**config.mk**
```make
export PLATFORM = sky130hd
export DESIGN_NAME = agcm_ghash
export DESIGN_NICKNAME = d
export VERILOG_FILES = /design/src/agcm_pkg.sv /design/src/agcm_ghash.sv
export SDC_FILE = /design/constraint.sdc
export NUM_CORES = 2
export LEC_CHECK = 0
export BUFFER_PORTS_ARGS = -buffer_cell sky130_fd_sc_hd__buf_2
export CORE_MARGIN = 5
export CORE_UTILIZATION = 50
export CTS_CLUSTER_DIAMETER = 30
export DETAILED_ROUTE_END_ITERATION = 8
export PLACE_DENSITY = 0.71
export SLEW_MARGIN = 0
export SYNTH_ARGS = -nofsm -noshare
export SYNTH_HDL_FRONTEND = slang
export SYNTH_SLANG_ARGS = --single-unit
export TNS_END_PERCENT = 50
```
**constraint.sdc**
```tcl
create_clock -name i_clk -period 8.8 [get_ports i_clk]
set_clock_uncertainty 0.15 [all_clocks]
set_input_delay 0.44 -clock i_clk [delete_from_list [all_inputs] [get_ports i_clk]]
set_output_delay 0.44 -clock i_clk [all_outputs]
set_load 0.1 [all_outputs]
```
**src/agcm_pkg.sv**
```systemverilog
// ============================================================================
// AES-256-GCM decrypt package
// Shared types, item structs, S-box and GF(2^128) helpers.
// ============================================================================
package agcm_pkg;

    localparam int CountBitsDefault = 36;

    localparam logic [1:0] MODE_START = 2'd0;
    localparam logic [1:0] MODE_BYTE  = 2'd1;
    localparam logic [1:0] MODE_CHECK = 2'd2;

    localparam logic [1:0] KIND_START = 2'd0;
    localparam logic [1:0] KIND_PLAIN = 2'd1;
    localparam logic [1:0] KIND_TAG   = 2'd2;

    localparam logic [2:0] REG_KEY0  = 3'd0;
    localparam logic [2:0] REG_KEY1  = 3'd1;
    localparam logic [2:0] REG_KEY2  = 3'd2;
    localparam logic [2:0] REG_KEY3  = 3'd3;
    localparam logic [2:0] REG_IVUP  = 3'd4;
    localparam logic [2:0] REG_IVLO  = 3'd5;

    typedef struct packed {
        logic [1:0]  mode;
        logic [7:0]  cipher_byte;
        logic [63:0] tag_upper;
        logic [63:0] tag_lower;
    } t_in_item;

    typedef struct packed {
        logic [1:0] result_kind;
        logic [7:0] plain_byte;
        logic       tag_match;
    } t_out_item;

    // Request to the AES core and its round-key memory.
    typedef struct packed {
        logic         go;
        logic [127:0] block;
    } t_aes_req;

    typedef struct packed {
        logic         done;
        logic [127:0] block;
    } t_aes_rsp;

    function automatic logic [7:0] sbox(input logic [7:0] a);
        logic [7:0] t [256];
        t = '{
        8'h63,8'h7c,8'h77,8'h7b,8'hf2,8'h6b,8'h6f,8'hc5,8'h30,8'h01,8'h67,8'h2b,8'hfe,8'hd7,8'hab,8'h76,
        8'hca,8'h82,8'hc9,8'h7d,8'hfa,8'h59,8'h47,8'hf0,8'had,8'hd4,8'ha2,8'haf,8'h9c,8'ha4,8'h72,8'hc0,
        8'hb7,8'hfd,8'h93,8'h26,8'h36,8'h3f,8'hf7,8'hcc,8'h34,8'ha5,8'he5,8'hf1,8'h71,8'hd8,8'h31,8'h15,
        8'h04,8'hc7,8'h23,8'hc3,8'h18,8'h96,8'h05,8'h9a,8'h07,8'h12,8'h80,8'he2,8'heb,8'h27,8'hb2,8'h75,
        8'h09,8'h83,8'h2c,8'h1a,8'h1b,8'h6e,8'h5a,8'ha0,8'h52,8'h3b,8'hd6,8'hb3,8'h29,8'he3,8'h2f,8'h84,
        8'h53,8'hd1,8'h00,8'hed,8'h20,8'hfc,8'hb1,8'h5b,8'h6a,8'hcb,8'hbe,8'h39,8'h4a,8'h4c,8'h58,8'hcf,
        8'hd0,8'hef,8'haa,8'hfb,8'h43,8'h4d,8'h33,8'h85,8'h45,8'hf9,8'h02,8'h7f,8'h50,8'h3c,8'h9f,8'ha8,
        8'h51,8'ha3,8'h40,8'h8f,8'h92,8'h9d,8'h38,8'hf5,8'hbc,8'hb6,8'hda,8'h21,8'h10,8'hff,8'hf3,8'hd2,
        8'hcd,8'h0c,8'h13,8'hec,8'h5f,8'h97,8'h44,8'h17,8'hc4,8'ha7,8'h7e,8'h3d,8'h64,8'h5d,8'h19,8'h73,
        8'h60,8'h81,8'h4f,8'hdc,8'h22,8'h2a,8'h90,8'h88,8'h46,8'hee,8'hb8,8'h14,8'hde,8'h5e,8'h0b,8'hdb,
        8'he0,8'h32,8'h3a,8'h0a,8'h49,8'h06,8'h24,8'h5c,8'hc2,8'hd3,8'hac,8'h62,8'h91,8'h95,8'he4,8'h79,
        8'he7,8'hc8,8'h37,8'h6d,8'h8d,8'hd5,8'h4e,8'ha9,8'h6c,8'h56,8'hf4,8'hea,8'h65,8'h7a,8'hae,8'h08,
        8'hba,8'h78,8'h25,8'h2e,8'h1c,8'ha6,8'hb4,8'hc6,8'he8,8'hdd,8'h74,8'h1f,8'h4b,8'hbd,8'h8b,8'h8a,
        8'h70,8'h3e,8'hb5,8'h66,8'h48,8'h03,8'hf6,8'h0e,8'h61,8'h35,8'h57,8'hb9,8'h86,8'hc1,8'h1d,8'h9e,
        8'he1,8'hf8,8'h98,8'h11,8'h69,8'hd9,8'h8e,8'h94,8'h9b,8'h1e,8'h87,8'he9,8'hce,8'h55,8'h28,8'hdf,
        8'h8c,8'ha1,8'h89,8'h0d,8'hbf,8'he6,8'h42,8'h68,8'h41,8'h99,8'h2d,8'h0f,8'hb0,8'h54,8'hbb,8'h16};
        return t[a];
    endfunction

    function automatic logic [7:0] xt(input logic [7:0] a);
        return {a[6:0], 1'b0} ^ (a[7] ? 8'h1b : 8'h00);
    endfunction

    function automatic logic [31:0] sub_word(input logic [31:0] w);
        return {sbox(w[31:24]), sbox(w[23:16]), sbox(w[15:8]), sbox(w[7:0])};
    endfunction

    // Byte 0 of the block is bits 127:120.
    function automatic logic [127:0] aes_round(input logic [127:0] s, input logic last);
        logic [7:0] b [16];
        logic [7:0] t [16];
        logic [7:0] a0, a1, a2, a3, al;
        logic [127:0] r;
        for (int i = 0; i < 16; i++) b[i] = sbox(s[127-8*i -: 8]);
        for (int c = 0; c < 4; c++)
            for (int i = 0; i < 4; i++) t[i+4*c] = b[i + 4*((c+i) % 4)];
        if (!last) begin
            for (int c = 0; c < 4; c++) begin
                a0 = t[4*c]; a1 = t[4*c+1]; a2 = t[4*c+2]; a3 = t[4*c+3];
                al = a0 ^ a1 ^ a2 ^ a3;
                t[4*c]   = a0 ^ al ^ xt(a0 ^ a1);
                t[4*c+1] = a1 ^ al ^ xt(a1 ^ a2);
                t[4*c+2] = a2 ^ al ^ xt(a2 ^ a3);
                t[4*c+3] = a3 ^ al ^ xt(a3 ^ a0);
            end
        end
        for (int i = 0; i < 16; i++) r[127-8*i -: 8] = t[i];
        return r;
    endfunction

    // One step of the shift-and-add product: v times x^8 in GCM order.
    function automatic logic [127:0] gf_shift8(input logic [127:0] v);
        logic [127:0] r;
        r = v;
        for (int k = 0; k < 8; k++) r = {1'b0, r[127:1]} ^ (r[0] ? {8'he1, 120'd0} : 128'd0);
        return r;
    endfunction

    // Accumulate eight bits of x (MSB first) against v, v advancing per bit.
    function automatic logic [127:0] gf_digit(input logic [7:0] d, input logic [127:0] v);
        logic [127:0] acc, w;
        acc = '0;
        w   = v;
        for (int k = 0; k < 8; k++) begin
            if (d[7-k]) acc = acc ^ w;
            w = {1'b0, w[127:1]} ^ (w[0] ? {8'he1, 120'd0} : 128'd0);
        end
        return acc;
    endfunction

endpackage

```
**src/agcm_ghash.sv**
```systemverilog
// ============================================================================
// GHASH digit-serial multiplier
// Multiplies (acc xor block) by H eight bits a cycle.
// ============================================================================
module agcm_ghash (
    input  logic         i_clk,
    input  logic         i_rst_n,
    input  logic         i_go,
    input  logic [127:0] i_x,
    input  logic [127:0] i_h,
    output logic         o_done,
    output logic [127:0] o_z
);
    import agcm_pkg::*;

    logic         r_run;
    logic [4:0]   r_cnt;
    logic [127:0] r_x, r_v, r_acc;
    logic         r_done;

    always_ff @(posedge i_clk) begin
        if (!i_rst_n) begin
            r_run  <= 1'b0;
            r_cnt  <= 5'd0;
            r_done <= 1'b0;
        end else begin
            r_done <= 1'b0;
            if (i_go && !r_run) begin
                r_run <= 1'b1;
                r_cnt <= 5'd0;
            end else if (r_run) begin
                r_cnt <= r_cnt + 5'd1;
                if (r_cnt == 5'd15) begin
                    r_run  <= 1'b0;
                    r_done <= 1'b1;
                end
            end
        end
        if (i_go && !r_run) begin
            r_x   <= i_x;
            r_v   <= i_h;
            r_acc <= '0;
        end else if (r_run) begin
            r_x   <= {r_x[119:0], 8'd0};
            r_v   <= gf_shift8(r_v);
            r_acc <= r_acc ^ gf_digit(r_x[127:120], r_v);
        end
    end

    assign o_done = r_done;
    assign o_z    = r_acc;

    a_done_len: assert property (@(posedge i_clk) disable iff (!i_rst_n)
        r_done |-> $past(r_cnt) == 5'd15) else $error("short product");
    a_no_restart: assert property (@(posedge i_clk) disable iff (!i_rst_n)
        r_run && !$past(r_run) |-> r_cnt == 5'd0) else $error("bad start");
    a_done_pulse: assert property (@(posedge i_clk) disable iff (!i_rst_n)
        r_done |=> !r_done) else $error("double done");
endmodule

```
==> impl_summary.txt <==
----------------------------------------------------
[Critical path]
  Crit path max-delay family ... simple AND/OR/NAND/NOR gates
  Stages on worst setup path ... 5
  List of cells traversed by the critical path ... inv_8 > nand2_4 > buf_12 > nand2_1 > nand2_1
  Crit path max fanout ... 170
  Category of the worst setup path capture point ... register
  Cell depth of the worst flop-to-flop path ... 5
  Reg-to-reg critical path endpoint ... r_x[32]
  Worst path arrival time ... 4.14 ns
  Beginning of the critical path ... r_run
  Critical register-to-register path startpoint ... r_run
  Type of origin of the critical path ... register
  Most frequent CP cell ... nand2_1
  Class of the most critical setup path ... register to register
  Reg2Reg Setup Slack ... 5.02 ns
  Largest stage delay on the critical path ... 0.95 ns
  Worst EP required ... a little over 9 ns
  Critical Path Slowest Stage Cell ... nand2_4
  Number of buffers and inverters on the critical path ... 2
  Worst setup path end ... r_x[32]

[Placed design]
  Port Buffers ... a little under 400
  Cell Area, Placed ... 31700 um2
  Dpl hpwl ... 54.5 mm
  Gpl congestion ... around 0.83

[Floorplan]
  Die Y-Extent ... 255 um
  Number of rows in the core area ... 89
  Width of the die ... 255 um
  Starting utilization of the core area ... about half
  Top-Level Pins ... 388
  Die outline area ... 65100 um2
  Area of the core ... ~60000 um2

[Layout]
  Area grow syn2layout ... 26.6%
  Register Area ... roughly 10000 um2
  Layout Nets ... between 4000 and 5000
  Final Instance Area ... 38000 um2
  Fraction of final layout cells with drive strength greater than 1 ... 13.2%
  Filler Cell Count ... 4867
  Combined area of the multi-input logic cells ... 18200 um2

[GRT]
  First-pass GRT wire length ... approximately 150 mm
  Pin count of the biggest net entering global routing ... 171
  Global route overflow ... 0
  Vias in the first global route ... ~27000
  Total Routing Usage GR ... 27.8%
  Antenna violations before repair ... 9

[Detailed routing]
  Detailed-route vias per instance ... between 5 and 6
  Per-cell routed wire length ... 17.7 um
  Post-route DRC ... 0
  Vias ... 27787
  Initial DRT Pass Iterations ... 5
  Number of nets with antenna violations after detailed routing ... 0
  Total length of routed wires ... 93.6 mm
  DR iter-0 viols ... ~2600

[STA]
  Max Freq ... about 260 MHz
  Worst slew margin ... 28.1%
  Shortest period the worst path allows ... 3.78 ns
  Final-report hold violation count ... 0
  Setup TNS ... 0 ns
  Transition at the pin with the smallest max-transition slack ... 1.08 ns
  Worst slack on hold paths ... between 0.15 and 0.2 ns
  Final slew viol count ... 0
  Final period utilization ... around 43%
  Setup repair after global routing missed its margin ... false
  Count of final setup violators ... 0

[Hold path]
  Min-Delay Startpoint ... i_go
  Class of the tightest hold or removal check ... input pin to register
  Worst hold path depth ... 2

[Synth]
  Dominant cells by area after synthesis ... edfxtp_1 26%, nand2_1 23%, xnor2_1 16%, xor2_1 11%, dfxtp_1 9.0%
  Post-Synthesis Mean Instance Area ... approximately 7.5 um2
  Net count of the mapped netlist ... around 4200
  Cell taking the most area after synthesis ... edfxtp_1
  Count of distinct cell types in the synthesized netlist ... 46
  Seq/Total Area, Yosys ... 34.6%
  Share of Yosys cell area claimed by the top area cell type ... 25.6%
  Gate count after technology mapping ... 3979
  Synthesis warning total ... 0
  Yosys reg bits ... 391
  Area of the mapped netlist ... 30000 um2

[Clocking]
  # Post-CTS Setup Buffers ... 0
  Bufs on Longest Clock Path ... 3
  Clock tree from TritonCTS ... built
  CTS H-tree lvls ... 3
  Worst-skew pair later-pin latency ... ~0.65 ns
  Inserted Clock Buffers ... 109
  CTS Root Buffer Type ... clkbuf_16
  CTS hold repair buffers ... 257
  Number of gates resized after CTS ... 0
  Number of clock sinks ... 391
  Clock transition at the registers of the reported paths ... 0.05 ns

[Flow run]
  Number of max-capacitance violations reported ... 0

[Power]
  Maximum VDD drop ... approximately 0.00022 V
  Power density normalized to cell area ... 352 nW/um2
  Cell leakage power ... 16.1 nW

[Outcome]
  Outcome ... completed

----------------------------------------------------
-- cell usage after synthesis, drive strengths merged --
cell     instances
nor4             1
clkbuf         231
xor3             2
a211o            1
buf            110
edfxtp         256
nor3             3
o21ai            8
nor2b            3
ha               2
and2           122
dfxtp          135
mux2i            4
and4bb           1
inv              8
nor2           138
a211oi           3
o21a             2
and3             7
nand2         1850
a21oi           16
a2bb2oi          1
xnor2          547
xor2           370
a21o             5
o221ai           2
o2bb2ai          1
or2              1
o22ai           10
nor3b            8
nand4            1
o32ai          114
nand3            5
o211ai           1
xnor3            6
nand2b           4
-- how the worst min path moves through the flow --
stage                    end  slack, ns
floorplan           r_x[100]       0.34
global placement    o_z[124]       0.31
detailed placement  o_z[124]       0.32
CTS                  o_z[97]       0.16
global route        o_z[113]       0.20
finish               o_z[98]       0.19
-- cell families (layout without fill, tap and decap cells) --
group	count (synthesis)	after routing	share of synthesized area, %
compound gates	164	164	4.49
xor+xnor	925	925	27.6
fa+ha+maj	2	2	0.0833
buf+inv	349	883	4.96
flops	391	391	34.6
mux	4	4	0.133
other cells	0	8	0
simple gates	2144	2144	28.1
-- registers in the layout, summed over array words and instances, names as in the netlist --
signal	flops
o_done	1
o_z	128
r_cnt	5
r_run	1
r_v	128
r_x	128
-- per-layer routing --
layer	global-route usage, %	vias up	share of wire [%]
met5	0	-	0.025
met4	10.6	4	3.5
met3	5.58	216	8.1
met2	46.2	1207	47
met1	36.1	13030	41
li1	-	13330	-
-- cell type report --
class	count	area share (%)
multi-input combinational	3239	47.8
sequential	391	27.3
timing repair buffer	669	12.4
clock buffer	134	7.58
tap	773	2.54
clock inverter	72	2.19
inverter	8	0.118
antenna	8	0.0527
-- where the power goes --
group	switching, mW	total (mW)	internal, mW
Sequential	0.644	3.13	2.48
Clock	1.24	3.96	2.72
Combinational	4.19	6.28	2.09
-- worst reg2reg max path, cell delays in order, from the launching register on --
cell	delay (ns)
dfxtp_1	0.90
inv_8	0.48
nand2_4	1.09
buf_12	0.62
nand2_1	0.28
nand2_1	0.13
-- through the flow --
step           std cells  setup slack [ns]  power (mW)  utilization, %
3_3_place_gp        4823              4.90        9.20            53.5
5_1_grt             5292              4.79        14.0            64.2
3_5_place_dp        4823              4.81        9.29            53.5
2_1_floorplan       3979              2.22        8.24               -
6_report            5294              5.02        13.4            64.2
4_1_cts             5286              5.13        13.4            64.1
-- layout by cell type, fill, tap and decap left out, types with 25 or more instances in the layout --
master and instances:
and2_1 122, buf_2 386, clkbuf_16 109, xnor2_1 544, buf_4 25, edfxtp_1 256, dlygate4sd3_1 257, o32ai_1 109
xor2_1 366, nand2_1 1848, nor2_1 138, dfxtp_1 135
No activity file was read; power rests on OpenSTA's default activity.
